$ cat src/hdl/radio_telegram_byte_parser_unit_defines.svh
// assertion macros shared by the parser rtl
`ifndef RADIO_TELEGRAM_BYTE_PARSER_UNIT_DEFINES_SVH
`define RADIO_TELEGRAM_BYTE_PARSER_UNIT_DEFINES_SVH

`ifndef SYNTH

// antecedent implies consequent in the same cycle
`define RTBP_ASSERT_IMP(lbl, clk, rst, pre, post) \
   lbl: assert property (@(posedge clk) disable iff (rst) (pre) |-> (post)) \
      else $error("rtbp assertion failed");

// antecedent implies consequent in the next cycle
`define RTBP_ASSERT_NXT(lbl, clk, rst, pre, post) \
   lbl: assert property (@(posedge clk) disable iff (rst) (pre) |=> (post)) \
      else $error("rtbp assertion failed");

`else

`define RTBP_ASSERT_IMP(lbl, clk, rst, pre, post)
`define RTBP_ASSERT_NXT(lbl, clk, rst, pre, post)

`endif

`endif

$ cat src/hdl/rtbp_pkg.sv
package rtbp_pkg;

   localparam int unsigned BYTE_W = 8;
   localparam int unsigned WORD_W = 32;
   localparam int unsigned CSR_INDEX_W = 2;

   typedef enum logic [CSR_INDEX_W-1:0] {
      CSR_SYNC_BYTE      = 2'd0,
      CSR_TYPE_SWITCH    = 2'd1,
      CSR_TYPE_ONE_BYTE  = 2'd2,
      CSR_TYPE_FOUR_BYTE = 2'd3
   } rtbp_csr_index_type;

   localparam logic [BYTE_W-1:0] SYNC_BYTE_RST      = 8'h55;
   localparam logic [BYTE_W-1:0] TYPE_SWITCH_RST    = 8'hF6;
   localparam logic [BYTE_W-1:0] TYPE_ONE_BYTE_RST  = 8'hD5;
   localparam logic [BYTE_W-1:0] TYPE_FOUR_BYTE_RST = 8'hA5;

   typedef struct packed {
      logic [BYTE_W-1:0] sync_byte;
      logic [BYTE_W-1:0] type_switch;
      logic [BYTE_W-1:0] type_one_byte;
      logic [BYTE_W-1:0] type_four_byte;
   } rtbp_cfg_type;

   typedef struct packed {
      logic [BYTE_W-1:0] radio_type;
      logic [WORD_W-1:0] sender_id;
      logic [WORD_W-1:0] data_word;
      logic [BYTE_W-1:0] signal_raw;
   } rtbp_result_type;

   // handshake between input stage and parse stage
   typedef struct packed {
      logic valid;
      logic advance;
   } rtbp_stage_ctl_type;

endpackage

$ cat src/hdl/rtbp_req_if.sv
interface rtbp_req_if
   import rtbp_pkg::*;
();
   logic              valid;
   logic              ready;
   logic [BYTE_W-1:0] rx_byte;

   modport source (output valid, output rx_byte, input ready);
   modport sink (input valid, input rx_byte, output ready);
endinterface

$ cat src/hdl/rtbp_rsp_if.sv
interface rtbp_rsp_if
   import rtbp_pkg::*;
();
   logic              valid;
   logic              ready;
   logic [BYTE_W-1:0] radio_type;
   logic [WORD_W-1:0] sender_id;
   logic [WORD_W-1:0] data_word;
   logic [BYTE_W-1:0] signal_raw;

   modport source (output valid, output radio_type, output sender_id,
                   output data_word, output signal_raw, input ready);
   modport sink (input valid, input radio_type, input sender_id,
                 input data_word, input signal_raw, output ready);
endinterface

$ cat src/hdl/rtbp_csr.sv
module rtbp_csr
   import rtbp_pkg::*;
(
   input  logic                   clock,
   input  logic                   reset,
   input  logic                   wr_en,
   input  logic [CSR_INDEX_W-1:0] index,
   input  logic [BYTE_W-1:0]      wdata,
   output rtbp_cfg_type           cfg
);

   rtbp_cfg_type cfg_ff;
   rtbp_cfg_type cfg_in;

   always_comb begin
      cfg_in = cfg_ff;
      if (wr_en) begin
         unique case (rtbp_csr_index_type'(index))
            CSR_SYNC_BYTE:      cfg_in.sync_byte      = wdata;
            CSR_TYPE_SWITCH:    cfg_in.type_switch    = wdata;
            CSR_TYPE_ONE_BYTE:  cfg_in.type_one_byte  = wdata;
            CSR_TYPE_FOUR_BYTE: cfg_in.type_four_byte = wdata;
         endcase
      end
   end

   always_ff @(posedge clock) begin
      if (reset) begin
         cfg_ff.sync_byte      <= SYNC_BYTE_RST;
         cfg_ff.type_switch    <= TYPE_SWITCH_RST;
         cfg_ff.type_one_byte  <= TYPE_ONE_BYTE_RST;
         cfg_ff.type_four_byte <= TYPE_FOUR_BYTE_RST;
      end else begin
         cfg_ff <= cfg_in;
      end
   end

   assign cfg = cfg_ff;

endmodule

$ cat src/hdl/rtbp_in_reg.sv
module rtbp_in_reg
   import rtbp_pkg::*;
(
   input  logic               clock,
   input  logic               reset,
   input  logic               src_valid,
   input  logic [BYTE_W-1:0]  src_byte,
   output logic               src_ready,
   input  logic               advance,
   output logic               held_valid,
   output logic [BYTE_W-1:0]  held_byte
);

   logic              valid_ff;
   logic              valid_in;
   logic [BYTE_W-1:0] byte_ff;
   logic              take;

   // room when empty or when the held byte moves on this cycle
   assign src_ready = !valid_ff || advance;
   assign take      = src_valid && src_ready;

   always_comb begin
      valid_in = valid_ff;
      if (take) begin
         valid_in = 1'b1;
      end else if (advance) begin
         valid_in = 1'b0;
      end
   end

   always_ff @(posedge clock) begin
      if (reset) begin
         valid_ff <= 1'b0;
      end else begin
         valid_ff <= valid_in;
      end
   end

   always_ff @(posedge clock) begin
      if (take) begin
         byte_ff <= src_byte;
      end
   end

   assign held_valid = valid_ff;
   assign held_byte  = byte_ff;

endmodule

$ cat src/hdl/rtbp_walker.sv
`include "radio_telegram_byte_parser_unit_defines.svh"

module rtbp_walker
   import rtbp_pkg::*;
(
   input  logic               clock,
   input  logic               reset,
   input  logic               step,
   input  logic [BYTE_W-1:0]  rx_byte,
   input  rtbp_cfg_type       cfg,
   output logic               emit,
   output rtbp_result_type    result
);

   localparam logic [4:0] POS_HUNT   = 5'd0;
   localparam logic [4:0] POS_TYPE   = 5'd6;
   localparam logic [4:0] POS_DATA0  = 5'd7;
   localparam logic [4:0] POS_DATA1  = 5'd8;
   localparam logic [4:0] POS_DATA3  = 5'd10;
   localparam logic [4:0] POS_SEND0  = 5'd11;
   localparam logic [4:0] POS_SEND3  = 5'd14;
   localparam logic [4:0] POS_SIGNAL = 5'd21;
   localparam logic [4:0] POS_FINAL  = 5'd23;

   logic [4:0]        pos_ff;
   logic [4:0]        pos_in;
   logic [BYTE_W-1:0] type_ff;
   logic [BYTE_W-1:0] type_in;
   logic [WORD_W-1:0] data_ff;
   logic [WORD_W-1:0] data_in;
   logic [WORD_W-1:0] sender_ff;
   logic [WORD_W-1:0] sender_in;
   logic [BYTE_W-1:0] signal_ff;
   logic [BYTE_W-1:0] signal_in;
   logic [1:0]        data_lane;
   logic [1:0]        send_lane;
   logic              type_short;
   logic              type_long;
   logic [4:0]        pos_next;

   // byte lane counted from the top byte
   assign data_lane  = 2'd3 - 2'(pos_ff - POS_DATA0);
   assign send_lane  = 2'd3 - 2'(pos_ff - POS_SEND0);
   assign type_short = (type_ff == cfg.type_one_byte) || (type_ff == cfg.type_switch);
   assign type_long  = (type_ff == cfg.type_four_byte);
   assign pos_next   = 5'(pos_ff + 5'd1);

   always_comb begin
      pos_in    = pos_ff;
      type_in   = type_ff;
      data_in   = data_ff;
      sender_in = sender_ff;
      signal_in = signal_ff;
      emit      = 1'b0;
      if (step) begin
         priority if (pos_ff == POS_HUNT || pos_ff > POS_FINAL) begin
            pos_in = (rx_byte == cfg.sync_byte) ? 5'd1 : POS_HUNT;
         end else if (pos_ff < POS_TYPE) begin
            pos_in = pos_next;
         end else if (pos_ff == POS_TYPE) begin
            type_in = rx_byte;
            pos_in  = POS_DATA0;
         end else if (pos_ff == POS_DATA0) begin
            data_in[WORD_W-1 -: BYTE_W] = rx_byte;
            priority if (type_short) begin
               pos_in = POS_SEND0;
            end else if (type_long) begin
               pos_in = POS_DATA1;
            end else begin
               pos_in = POS_HUNT;
            end
         end else if (pos_ff <= POS_DATA3) begin
            data_in[{data_lane, 3'b000} +: BYTE_W] = rx_byte;
            pos_in = pos_next;
         end else if (pos_ff <= POS_SEND3) begin
            sender_in[{send_lane, 3'b000} +: BYTE_W] = rx_byte;
            pos_in = pos_next;
         end else if (pos_ff == POS_SIGNAL) begin
            signal_in = rx_byte;
            pos_in    = pos_next;
         end else if (pos_ff < POS_FINAL) begin
            pos_in = pos_next;
         end else begin
            emit      = 1'b1;
            data_in   = '0;
            sender_in = '0;
            signal_in = '0;
            pos_in    = POS_HUNT;
         end
      end
   end

   always_ff @(posedge clock) begin
      if (reset) begin
         pos_ff    <= POS_HUNT;
         type_ff   <= '0;
         data_ff   <= '0;
         sender_ff <= '0;
         signal_ff <= '0;
      end else begin
         pos_ff    <= pos_in;
         type_ff   <= type_in;
         data_ff   <= data_in;
         sender_ff <= sender_in;
         signal_ff <= signal_in;
      end
   end

   assign result.radio_type = type_ff;
   assign result.sender_id  = sender_ff;
   assign result.data_word  = data_ff;
   assign result.signal_raw = signal_ff;

   `RTBP_ASSERT_NXT(a_final_clears, clock, reset, emit,
      pos_ff == POS_HUNT && data_ff == '0 && sender_ff == '0 && signal_ff == '0)
   `RTBP_ASSERT_NXT(a_hold_when_idle, clock, reset, !step,
      $stable(pos_ff) && $stable(data_ff) && $stable(sender_ff))
   `RTBP_ASSERT_NXT(a_unknown_type_drops, clock, reset,
      step && pos_ff == POS_DATA0 && !type_short && !type_long, pos_ff == POS_HUNT)

endmodule

$ cat src/hdl/rtbp_out_reg.sv
module rtbp_out_reg
   import rtbp_pkg::*;
(
   input  logic            clock,
   input  logic            reset,
   input  logic            load,
   input  rtbp_result_type load_data,
   input  logic            sink_ready,
   output logic            out_valid,
   output rtbp_result_type out_data
);

   logic            valid_ff;
   logic            valid_in;
   rtbp_result_type data_ff;

   always_comb begin
      valid_in = valid_ff;
      if (load) begin
         valid_in = 1'b1;
      end else if (sink_ready) begin
         valid_in = 1'b0;
      end
   end

   always_ff @(posedge clock) begin
      if (reset) begin
         valid_ff <= 1'b0;
      end else begin
         valid_ff <= valid_in;
      end
   end

   always_ff @(posedge clock) begin
      if (load) begin
         data_ff <= load_data;
      end
   end

   assign out_valid = valid_ff;
   assign out_data  = data_ff;

endmodule

$ cat src/hdl/radio_telegram_byte_parser_unit.sv
// radio telegram byte parser: takes one received serial byte per req transfer and
// walks a fixed-layout frame (sync, four header bytes, header check, type, one or
// four data bytes, four sender bytes, status, count, four destination bytes,
// signal, security level, final check). on the final byte one rsp transfer carries
// type, sender id, data word and raw signal strength. each byte is held in
// the input register and is parsed on its way into the result register, so
// rsp_bus.valid rises once the final byte has passed the input register and its
// result is in the result register; with rsp_bus.ready held high the block
// takes one byte every cycle. while a result waits unread the parse stage holds,
// the input register takes at most one more byte and req_bus.ready then stays low
// until the result is taken. csr writes take effect on the next cycle and should
// be issued while no byte is in flight.
module radio_telegram_byte_parser_unit
   import rtbp_pkg::*;
(
   input  logic                   clock,
   input  logic                   reset,
   rtbp_req_if.sink               req_bus,
   rtbp_rsp_if.source             rsp_bus,
   input  logic                   csr_wr_en,
   input  logic [CSR_INDEX_W-1:0] csr_index,
   input  logic [BYTE_W-1:0]      csr_wdata
);

   rtbp_cfg_type       cfg;
   rtbp_stage_ctl_type stage;
   logic [BYTE_W-1:0]  held_byte;
   logic               emit;
   rtbp_result_type    walk_result;
   rtbp_result_type    out_data;
   logic               out_valid;

   // register file for sync and type codes
   rtbp_csr u_csr (
      .clock (clock),
      .reset (reset),
      .wr_en (csr_wr_en),
      .index (csr_index),
      .wdata (csr_wdata),
      .cfg   (cfg)
   );

   // parse stage moves whenever it holds a byte and the output register has room
   assign stage.advance = stage.valid && (!out_valid || rsp_bus.ready);

   // input register
   rtbp_in_reg u_in_reg (
      .clock      (clock),
      .reset      (reset),
      .src_valid  (req_bus.valid),
      .src_byte   (req_bus.rx_byte),
      .src_ready  (req_bus.ready),
      .advance    (stage.advance),
      .held_valid (stage.valid),
      .held_byte  (held_byte)
   );

   // frame position and captured fields
   rtbp_walker u_walker (
      .clock   (clock),
      .reset   (reset),
      .step    (stage.advance),
      .rx_byte (held_byte),
      .cfg     (cfg),
      .emit    (emit),
      .result  (walk_result)
   );

   // result register
   rtbp_out_reg u_out_reg (
      .clock      (clock),
      .reset      (reset),
      .load       (emit),
      .load_data  (walk_result),
      .sink_ready (rsp_bus.ready),
      .out_valid  (out_valid),
      .out_data   (out_data)
   );

   assign rsp_bus.valid      = out_valid;
   assign rsp_bus.radio_type = out_data.radio_type;
   assign rsp_bus.sender_id  = out_data.sender_id;
   assign rsp_bus.data_word  = out_data.data_word;
   assign rsp_bus.signal_raw = out_data.signal_raw;

endmodule
$ cat src/flat_wrapper.sv
// flat-port wrapper written by rule: the top's interface ports become plain ports
module radio_telegram_byte_parser_unit_flat import rtbp_pkg::*;
  (clock, reset, csr_wr_en, csr_index, csr_wdata, req_bus_valid, req_bus_rx_byte, req_bus_ready, rsp_bus_valid, rsp_bus_radio_type, rsp_bus_sender_id, rsp_bus_data_word, rsp_bus_signal_raw, rsp_bus_ready);
  rtbp_req_if req_bus_i ();
  rtbp_rsp_if rsp_bus_i ();
  input  logic clock;
  input  logic reset;
  input  logic csr_wr_en;
  input  logic [CSR_INDEX_W-1:0] csr_index;
  input  logic [BYTE_W-1:0] csr_wdata;
  input wire logic [$bits(req_bus_i.valid)-1:0] req_bus_valid;
  input wire logic [$bits(req_bus_i.rx_byte)-1:0] req_bus_rx_byte;
  output wire logic [$bits(req_bus_i.ready)-1:0] req_bus_ready;
  output wire logic [$bits(rsp_bus_i.valid)-1:0] rsp_bus_valid;
  output wire logic [$bits(rsp_bus_i.radio_type)-1:0] rsp_bus_radio_type;
  output wire logic [$bits(rsp_bus_i.sender_id)-1:0] rsp_bus_sender_id;
  output wire logic [$bits(rsp_bus_i.data_word)-1:0] rsp_bus_data_word;
  output wire logic [$bits(rsp_bus_i.signal_raw)-1:0] rsp_bus_signal_raw;
  input wire logic [$bits(rsp_bus_i.ready)-1:0] rsp_bus_ready;
  assign req_bus_i.valid = req_bus_valid;
  assign req_bus_i.rx_byte = req_bus_rx_byte;
  assign req_bus_ready = req_bus_i.ready;
  assign rsp_bus_valid = rsp_bus_i.valid;
  assign rsp_bus_radio_type = rsp_bus_i.radio_type;
  assign rsp_bus_sender_id = rsp_bus_i.sender_id;
  assign rsp_bus_data_word = rsp_bus_i.data_word;
  assign rsp_bus_signal_raw = rsp_bus_i.signal_raw;
  assign rsp_bus_i.ready = rsp_bus_ready;
  radio_telegram_byte_parser_unit u_core (.clock(clock), .reset(reset), .req_bus(req_bus_i), .rsp_bus(rsp_bus_i), .csr_wr_en(csr_wr_en), .csr_index(csr_index), .csr_wdata(csr_wdata));
endmodule
$ cat config.mk
export PLATFORM = sky130hd
export DESIGN_NAME = radio_telegram_byte_parser_unit_flat
export DESIGN_NICKNAME = d
export VERILOG_FILES = /design/src/hdl/rtbp_pkg.sv /design/src/hdl/rtbp_req_if.sv /design/src/hdl/rtbp_rsp_if.sv /design/src/hdl/rtbp_csr.sv /design/src/hdl/rtbp_in_reg.sv /design/src/hdl/rtbp_walker.sv /design/src/hdl/rtbp_out_reg.sv /design/src/hdl/radio_telegram_byte_parser_unit.sv /design/src/flat_wrapper.sv
export VERILOG_INCLUDE_DIRS = /design/src /design/src/hdl
export SDC_FILE = /design/constraint.sdc
export NUM_CORES = 1
export LEC_CHECK = 0
export ABC_AREA = 1
export BUFFER_PORTS_ARGS = -buffer_cell sky130_fd_sc_hd__buf_2
export CORE_AREA = 5 5 97 190
export DETAILED_ROUTE_END_ITERATION = 7
export DIE_AREA = 0 0 102 195
export PLACE_DENSITY = 0.68
export SLEW_MARGIN = 30
export SYNTH_ARGS = -nofsm -noshare
export SYNTH_HDL_FRONTEND = slang
export SYNTH_SLANG_ARGS = --single-unit
$ cat constraint.sdc
create_clock -name clock -period 6.3 [get_ports clock]
set_input_delay 0.315 -clock clock [delete_from_list [all_inputs] [get_ports clock]]
set_output_delay 0.315 -clock clock [all_outputs]
set_load 0.01 [all_outputs]
==> results of run 1 <==
## routing by layer
| metal | vias up | share of wire |
|---|---|---|
| li1 | 3178 | - |
| met1 | 2927 | 0.34 |
| met2 | 175 | 0.58 |
| met3 | 60 | 0.040 |
| met4 | 0 | 0.042 |
| met5 | - | 0 |
## cell usage after synthesis, drive strengths merged
library cell,count,area (um^2)
a21oi,69,357
buf,8,56.3
clkbuf,16,60.1
clkinv,3,11.3
dfxtp,119,2380
edfxtp,88,2640
ha,8,100
inv,83,312
nand2,208,791
nand3,44,243
nand4,3,25.0
nor2,154,606
nor3,23,126
o211ai,6,45.0
o21ai,41,209
o22ai,9,56.3
or2,1,6.26
xnor2,20,175
xor2,5,43.8
## how the worst max path moves through the flow
stage	endpoint	slack, ns
finish	u_core.u_out_reg.out_data[27]$_DFFE_PP_	3.24
global route	u_core.u_out_reg.out_data[25]$_DFFE_PP_	3.02
CTS	u_core.u_out_reg.out_data[60]$_DFFE_PP_	3.22
detailed placement	u_core.u_out_reg.out_data[28]$_DFFE_PP_	3.25
global placement	u_core.u_out_reg.out_data[27]$_DFFE_PP_	3.32
floorplan	u_core.u_out_reg.out_data[0]$_DFFE_PP_	1.27
## repair_timing
action	in CTS	in global routing
hold buffers	6	1
gates resized for setup	0	0
endpoints found under the hold margin	6	1
endpoints found under the setup margin	0	0
## registers in the layout, indices dropped and copies added (netlist names)
name / count
u_core.u_out_reg.out_valid: 1
u_core.u_in_reg.held_byte: 8
u_core.u_walker.pos_ff: 5
u_core.u_walker.type_ff: 8
u_core.u_csr.cfg: 32
u_core.u_walker.data_ff: 32
u_core.u_in_reg.held_valid: 1
u_core.u_walker.signal_ff: 8
u_core.u_walker.sender_ff: 32
u_core.u_out_reg.out_data: 80
## cell families (layout without fill, tap and decap cells)
logic type / after synthesis / in the layout / share of synthesized area
AND/OR/NAND/NOR: 433 / 433 / 0.218
AO/OA/AOI/OAI: 125 / 125 / 0.0809
flip-flops: 207 / 207 / 0.609
adder cells (fa/ha/maj): 8 / 8 / 0.0121
XOR/XNOR: 25 / 25 / 0.0266
buffers and inverters: 110 / 234 / 0.0533
## layout make-up
cell class              instances  area share
inverters                      86      0.0336
multi-input cells             591       0.290
flip-flops and latches        207       0.522
clock inverters                 5     0.00793
clock buffers                  27      0.0546
repair buffers                116      0.0655
well taps                     207      0.0269
## power by group through the flow
stage                     logic, mW  registers (mW)  clock network, mW
final                         0.101            1.41               1.12
after detailed placement     0.0969            1.44                  0
after global placement       0.0962            1.44                  0
after CTS                     0.100            1.41               1.14
after global routing          0.113            1.41               1.20
after floorplan              0.0648            1.44                  0
==> metrics, run 1 <==
status=finished, final reports clean; Finished Cell Area=9630 um^2; final setup vio count=0; synthesized flop and latch total=207; wire length per cell=16.2 um; RSZ-0062 raised after global routing=no; P_sw=0.542 mW; via count=6,340; largest net degree at the start of global routing=65; IO buf count=104; vias in the first global route=6,148; cts bufs inserted=18; Setup Fix Bufs, Post-CTS=0; Buf/Inv on CP=2; clock slew at reported path FFs=0.07 ns; Worst path depth=6; Int Power=2.10 mW; FF-to-FF Start=u_core.u_walker.pos_ff[0]$_SDFFE_PP0P_; worst-path cell chain=inv_2, ha_1, nand3_1, nand3_4, nor2_4, buf_4; CP max stage delay=0.68 ns; GR Layer Usage met1=0.209; Seq. cell area=between 5000 and 6000 um^2; TritonCTS clock tree=built; Diodes inserted=0; syn_area_per_cell=9.08 um^2; drt via density=between 5 and 6; clock root cell=clkbuf_16; CP max FO=64; commonest cells after routing, fill and taps aside=204 x nand2_1, 148 x nor2_1, 119 x dfxtp_1, 103 x buf_2, 88 x edfxtp_1; post-layout min period=roughly 3.1 ns; Synth Instances=908; Critical path origin=u_core.u_walker.pos_ff[0]$_SDFFE_PP0P_; Worst Path Class, Setup=flop to flop; WP data arrival=around 3.2 ns; DRC Markers=0; GPL Wtd Cong=0.938; Post-Route Setup TNS=0 ns; fin. max-slew vios=0; reg2reg end=u_core.u_out_reg.out_data[27]$_DFFE_PP_; io pins=105; Rows=67; Synth-to-Final Area Change=16.8%; total wire length=20,000 um; post-synth cell types=32; Hold Path Stages=1; final hold viol count=0; first-pass GRT wire length=32,000 um; slowest cell on the critical path=buf_4; final period utilization=0.485; PnR Total Power=2.64 mW; GR peak layer=met2; initial antenna violation count=0; hold path start=req_bus_rx_byte[3]; post-route antenna net violation count=0; H-tree levels=1; Max-Cap Viols=0; Startpoint Class=flop; DP Worst Slack=3.25 ns; syn nets=roughly 940; share of layout cells above drive strength 1=0.151; Placed Cells=between 1,000 and 1,500; fin worst setup slack=~3.2 ns; Starting DRT DRC Count=298; fmax=327 MHz; Crit. End Element=flop; CTS Buffer Depth=3; Net Sw Frac=0.205; Hold Slack=0.00929 ns; maximum VDD drop=0.000259 V; Cell Area, Synth=8250 um^2; Global Route met2 Usage=0.401; Final Skew=~0.013 ns; Die ar.=approximately 20,000 um^2; final core occ=0.577; Final Instance Count excl. Fillers=1,239; die height=around 200 um; commonest non-fill, non-tap cell in the layout=nand2_1; pwr/cell area=between 200 and 300 nW/um^2; nets=1,051; GRT Total Usage=0.204; Clock Latency Late Sink=0.48 ns; Worst-Margin Slew=0.826 ns; CORE AREA=~17,000 um^2; Initial Util=0.494; Hold EP=u_core.u_in_reg.held_byte[3]$_DFFE_PP_; yosys warns=0; Top delay family on crit path=buffers and inverters; GR Overflow Total=0; GR Util met3=0.0211; DRT Pass-1 Iters=5; R2R cell count=6; P_leak=4.24 nW; Chip Width=approximately 100 um; Worst EP required=6.41 ns; post-synthesis sequential area ratio=0.609; placed wire-length estimate=14,800 um; Comb pwr share=0.038; Slew HR=0.449; reg-to-reg slack, setup=between 3 and 4 ns; Layout fillers=1,549; Clock Power Share=0.426; Clock Sink Count=207; Worst Hold Class=input pin to flop; share of power burned in registers=0.536; multi-input logic area=around 2800 um^2; DP Area=8960 um^2
No activity file was read; power rests on OpenSTA's default activity.
==> run 2: changes to the inputs <==
- ABC_AREA: 1 -> 0
- CORE_AREA: 5 5 97 190 -> 5 5 94 184
- DIE_AREA: 0 0 102 195 -> 0 0 99 189
- clock period: 6.3 -> 3.1 ns (I/O delays scaled with it)
==> metrics, run 2 <==
status=finished, final reports clean; Max-Cap Viols=0; Die ar.=18,700 um^2; compound-gate portion of the synthesized area=0.135; Cell Area, Synth=7680 um^2; DP Area=8490 um^2; initial antenna violation count=0; clock root cell=clkbuf_16; CORE AREA=15,700 um^2; Crit. End Element=flop; drt via density=roughly 5.4; Finished Cell Area=9280 um^2; Worst Hold Class=input pin to flop; Initial Util=0.489; share of layout cells above drive strength 1=0.215; Post-synth ARST share=0; most frequent cells after synthesis=119 x dfxtp_1, 88 x edfxtp_1, 64 x a22o_1; GPL Wtd Cong=0.949; largest area contributor in the netlist=edfxtp_1; GRT Total Usage=0.194; Top FF cell, synth=dfxtp_1; post-route antenna net violation count=0; top post-synthesis cells by area=edfxtp_1 34%, dfxtp_1 31%, a22o_1 7.3%; slowest cell on the critical path=and2_1; post-synth cell types=54; CP max FO=17; Adder-Cell Fraction of Synth Area=0.0130; CTS resizes=0; largest net degree at the start of global routing=47; Synth-to-Final Area Change=20.8%; synthesized flop and latch total=around 210; cts bufs inserted=18; Starting DRT DRC Count=between 200 and 300; Rows=65; DRC Markers=0; final period utilization=0.853; fin. max-slew vios=0; Final Skew=0.0177 ns; Yosys top cell area share=0.344; Worst path depth=6; post-layout min period=2.64 ns; wire length per cell=19.3 um; final setup vio count=0; pwr/cell area=approximately 580 nW/um^2; DRT Pass-1 Iters=5; Largest register FFs=80; Hold Path Stages=4; Slew HR=0.425; nets=763; placed wire-length estimate=approximately 14,000 um; vias in the first global route=5,263; Hold Slack=0.0918 ns; syn_area_per_cell=around 13 um^2; Buf/Inv on CP=0; fin worst setup slack=between 0.4 and 0.5 ns; CP max stage delay=about 0.53 ns; TritonCTS clock tree=built; io pins=105; total wire length=18,300 um; maximum VDD drop=~0.00054 V; yosys warns=0; commonest cells after routing, fill and taps aside=117 x dfxtp_1, 104 x buf_2, 88 x edfxtp_1, 64 x a22o_1, 59 x nand2_1; via count=~5,100; clock slew at reported path FFs=about 0.07 ns; DP Worst Slack=0.497 ns; IO buf count=104; Synth Area in Simple Gates=0.125; Diodes inserted=0; Top delay family on crit path=compound AO/OA/AOI/OAI gates; Clock Latency Late Sink=about 0.48 ns; commonest non-fill, non-tap cell in the layout=dfxtp_1; WP data arrival=between 3 and 4 ns; syn nets=636; Clock Sink Count=between 200 and 250; RSZ-0062 raised after global routing=no; Synth Instances=slightly above 600; Worst EP required=3.46 ns; final core occ=0.591; final hold viol count=0; P_leak=roughly 3.7 nW; GR Overflow Total=0; PnR Total Power=5.34 mW; die height=189 um; Startpoint Class=flop; Synth Area in XOR/XNOR=0.0376; CTS Buffer Depth=3; most common cell in the netlist=dfxtp_1; post-synthesis sequential area ratio=0.654; Post-synth EDFFs=88; mux share of post-synthesis cell area=0.0196; first-pass GRT wire length=about 29,000 um; largest family of logic cells by synthesized area=compound AO/OA/AOI/OAI gates; Worst Path Class, Setup=flop to flop; H-tree levels=1; worst-path cell chain=ha_1, and4b_1, o21ai_0, and2_1, a31oi_1, a22o_1; Chip Width=99 um; Worst-Margin Slew=0.854 ns; fmax=378 MHz; R2R cell count=6
run 2: cell count changes after synthesis, moves of 20 or more:
cell	change
nand3_1	-33
nand2_1	-145
nor2_1	-119
a22o_1	+64
a21oi_1	-43
o21ai_0	-31
xnor2_1	-20
inv_1	-73
xor2_1	+28
run 2: worst paths after layout:
check             slack, ns                                        to                                     start
setup reg to reg       0.46  u_core.u_walker.data_ff[14]$_SDFFE_PP0P_    u_core.u_walker.pos_ff[0]$_SDFFE_PP0P_
hold reg to reg        0.43   u_core.u_out_reg.out_data[32]$_DFFE_PP_  u_core.u_walker.data_ff[24]$_SDFFE_PP0P_
setup / recovery       0.46  u_core.u_walker.data_ff[14]$_SDFFE_PP0P_    u_core.u_walker.pos_ff[0]$_SDFFE_PP0P_
hold / removal         0.09   u_core.u_out_reg.out_valid$_SDFFE_PP0P_                             rsp_bus_ready
run 2: metrics by stage:
| step | setup TNS [ns] | cells |
|---|---|---|
| after CTS | 0 | 944 |
| final | 0 | 945 |
| after global placement | 0 | 896 |
| after floorplan | -38.63 | 605 |
| after global routing | 0 | 945 |
| after detailed placement | 0 | 896 |
run 2: area by class of cell:
class | instances | area [um^2]
timing repair buffer | 129 | 776
multi-input combinational | 370 | 2570
inverter | 6 | 30.0
sequential | 207 | 5030
clock buffer | 22 | 518
fill | 1301 | 6420
clock inverter | 10 | 92.6
tap | 201 | 251
run 2: cell families after synthesis:
group / after synthesis
buffers and inverters: 28
adder cells (fa/ha/maj): 8
AND/OR/NAND/NOR: 180
multiplexers: 15
flip-flops: 207
AO/OA/AOI/OAI: 134
XOR/XNOR: 33
run 2: worst min-delay path, cell delays in order:
cell     delay (ns)
buf_2          0.08
nor2b_1        0.12
nor2_1         0.12
nor2_1         0.05
run 2: where the power goes:
group          total (mW)  internal (mW)  switching (mW)
Clock                2.27           1.29           0.979
Combinational       0.193         0.0770           0.116
Sequential           2.87           2.84          0.0287
Total                5.34           4.21            1.12
run 2: timing repair:
action / CTS / global route
buffers inserted: 0 / 0
hold buffers: 16 / 1
hold endpoints to repair: 30 / 1
run 2: layer usage:
metal | vias to the layer above | wire [um] | share of wire | global-route usage
met4 | 0 | 649 | 0.036 | 0.0700
li1 | 2498 | - | - | -
met3 | 45 | 825 | 0.045 | 0.0247
met1 | 2447 | 6270 | 0.34 | 0.197
met5 | - | 0 | 0 | 0
met2 | 159 | 10500 | 0.58 | 0.389
==> run 3: changes to the inputs <==
- CORE_AREA: 5 5 94 184 -> 5 5 104 204
- DIE_AREA: 0 0 99 189 -> 0 0 109 209
- PLACE_DENSITY: 0.68 -> 0.56
==> metrics, run 3 (synthesis results as in run 2) <==
DRT Pass-1 Iters=4; Worst setup endpoint=u_core.u_walker.data_ff[9]$_SDFFE_PP0P_; share of layout cells above drive strength 1=0.216; total wire length=17,800 um; share of power burned in registers=0.551; PnR Total Power=5.22 mW; Clock Sink Count=slightly above 200; Starting DRT DRC Count=320; Worst Path Class, Setup=flop to flop; Largest register FFs=80; post-layout min period=2.59 ns; Synth-to-Final Area Change=21.3%; RSZ-0062 raised after global routing=no; fmax=387 MHz; Die ar.=22,800 um^2; IO buf count=104; commonest cells after routing, fill and taps aside=117 x dfxtp_1, 104 x buf_2, 88 x edfxtp_1, 64 x a22o_1, 59 x nand2_1; Setup Fix Bufs, Post-CTS=0; CTS resizes=0; Int Power=4.07 mW; drt via density=5.02; Placed Cells=960; Worst Hold Class=input pin to flop; Clock Latency Late Sink=between 0.4 and 0.5 ns; P_leak=3.67 nW; R2R cell count=6; die height=209 um; Diodes inserted=0; commonest non-fill, non-tap cell in the layout=dfxtp_1; Final Instance Count excl. Fillers=about 1,000; TritonCTS clock tree=built; Worst EP required=3.48 ns; Slew HR=0.393; Initial Util=0.391; Chip Width=109 um; GR Overflow Total=0; GPL Wtd Cong=0.834; DRC Markers=0; clock slew at reported path FFs=0.07 ns; FF-to-FF Start=u_core.u_walker.pos_ff[2]$_SDFFE_PP0P_; post-route antenna net violation count=0; CORE AREA=19,600 um^2; Final Skew=roughly 0.017 ns; CP max FO=19; fin. max-slew vios=0; CTS Hold Bufs=17; Clock Power Share=0.412; wire length per cell=17.6 um; final hold viol count=0; Comb pwr share=0.037; maximum VDD drop=0.000438 V; Worst-Margin Slew=0.905 ns; pwr/cell area=560 nW/um^2; DP Worst Slack=0.522 ns; DP Area=8580 um^2; status=finished, final reports clean; Startpoint Class=flop; final setup vio count=0; first-pass GRT wire length=27,800 um; reg-to-reg slack, setup=between 0.5 and 0.6 ns; fin worst setup slack=0.514 ns; Max-Cap Viols=0; Layout fillers=1,793; Crit. End Element=flop; Rows=73; nets=767; GRT Total Usage=0.156; Finished Cell Area=9320 um^2; io pins=105; Net Sw Frac=0.220; WP data arrival=roughly 3 ns; H-tree levels=1; vias in the first global route=between 4,000 and 5,000; via count=5,076; Critical path origin=u_core.u_walker.pos_ff[2]$_SDFFE_PP0P_; initial antenna violation count=0; cts bufs inserted=19; reg2reg end=u_core.u_walker.data_ff[9]$_SDFFE_PP0P_; clock root cell=clkbuf_16; final core occ=0.474; P_sw=approximately 1.1 mW; CTS Buffer Depth=3; final period utilization=0.834; largest net degree at the start of global routing=69; placed wire-length estimate=roughly 12,000 um
[run 3: metal layers]
| metal | track usage | part of all wire |
|---|---|---|
| met5 | 0 | 0 |
| met4 | 0.0497 | 0.022 |
| met3 | 0.0179 | 0.044 |
| met2 | 0.258 | 0.48 |
| met1 | 0.211 | 0.45 |
[run 3: worst max-delay path: stages, from the launching register on]
cell and delay, ns:
dfxtp_1 0.73, nand3b_1 0.18, a211oi_1 0.40, and2_1 0.53
a31oi_1 0.20, buf_4 0.22, a22o_1 0.23
[run 3: power groups by stage]
stage	clock [mW]	combinational, mW	sequential [mW]
CTS	2.20	0.194	2.88
global placement	0	0.176	2.94
finish	2.15	0.193	2.88
detailed placement	0	0.177	2.94
global route	2.30	0.215	2.88
floorplan	0	0.118	2.92
[run 3: metrics by stage]
step	setup TNS [ns]	hold slack [ns]
global placement	0	0.334
CTS	0	0.0292
finish	0	0.0440
detailed placement	0	0.334
global route	0	0.0574
floorplan	-38.63	0.254
[run 3: layout make-up]
type | instances | area, um^2 | share of cell area
clock inverter | 13 | 83.8 | 0.00900
timing repair buffer | 132 | 786 | 0.0843
sequential | 207 | 5030 | 0.540
clock buffer | 21 | 483 | 0.0518
multi-input combinational | 370 | 2570 | 0.276
tap | 262 | 328 | 0.0352
inverter | 6 | 30.0 | 0.00322
[run 3: how the worst min path moves through the flow]
stage | start | to | slack, ns | cells past startpoint
final | rsp_bus_ready | u_core.u_out_reg.out_valid$_SDFFE_PP0P_ | 0.04 | 4
after floorplan | req_bus_rx_byte[0] | u_core.u_in_reg.held_byte[0]$_DFFE_PP_ | 0.25 | 0
after CTS | rsp_bus_ready | u_core.u_out_reg.out_valid$_SDFFE_PP0P_ | 0.03 | 4
after detailed placement | req_bus_rx_byte[3] | u_core.u_in_reg.held_byte[3]$_DFFE_PP_ | 0.33 | 1
after global placement | req_bus_rx_byte[7] | u_core.u_in_reg.held_byte[7]$_DFFE_PP_ | 0.33 | 1
after global routing | rsp_bus_ready | u_core.u_out_reg.out_valid$_SDFFE_PP0P_ | 0.06 | 4
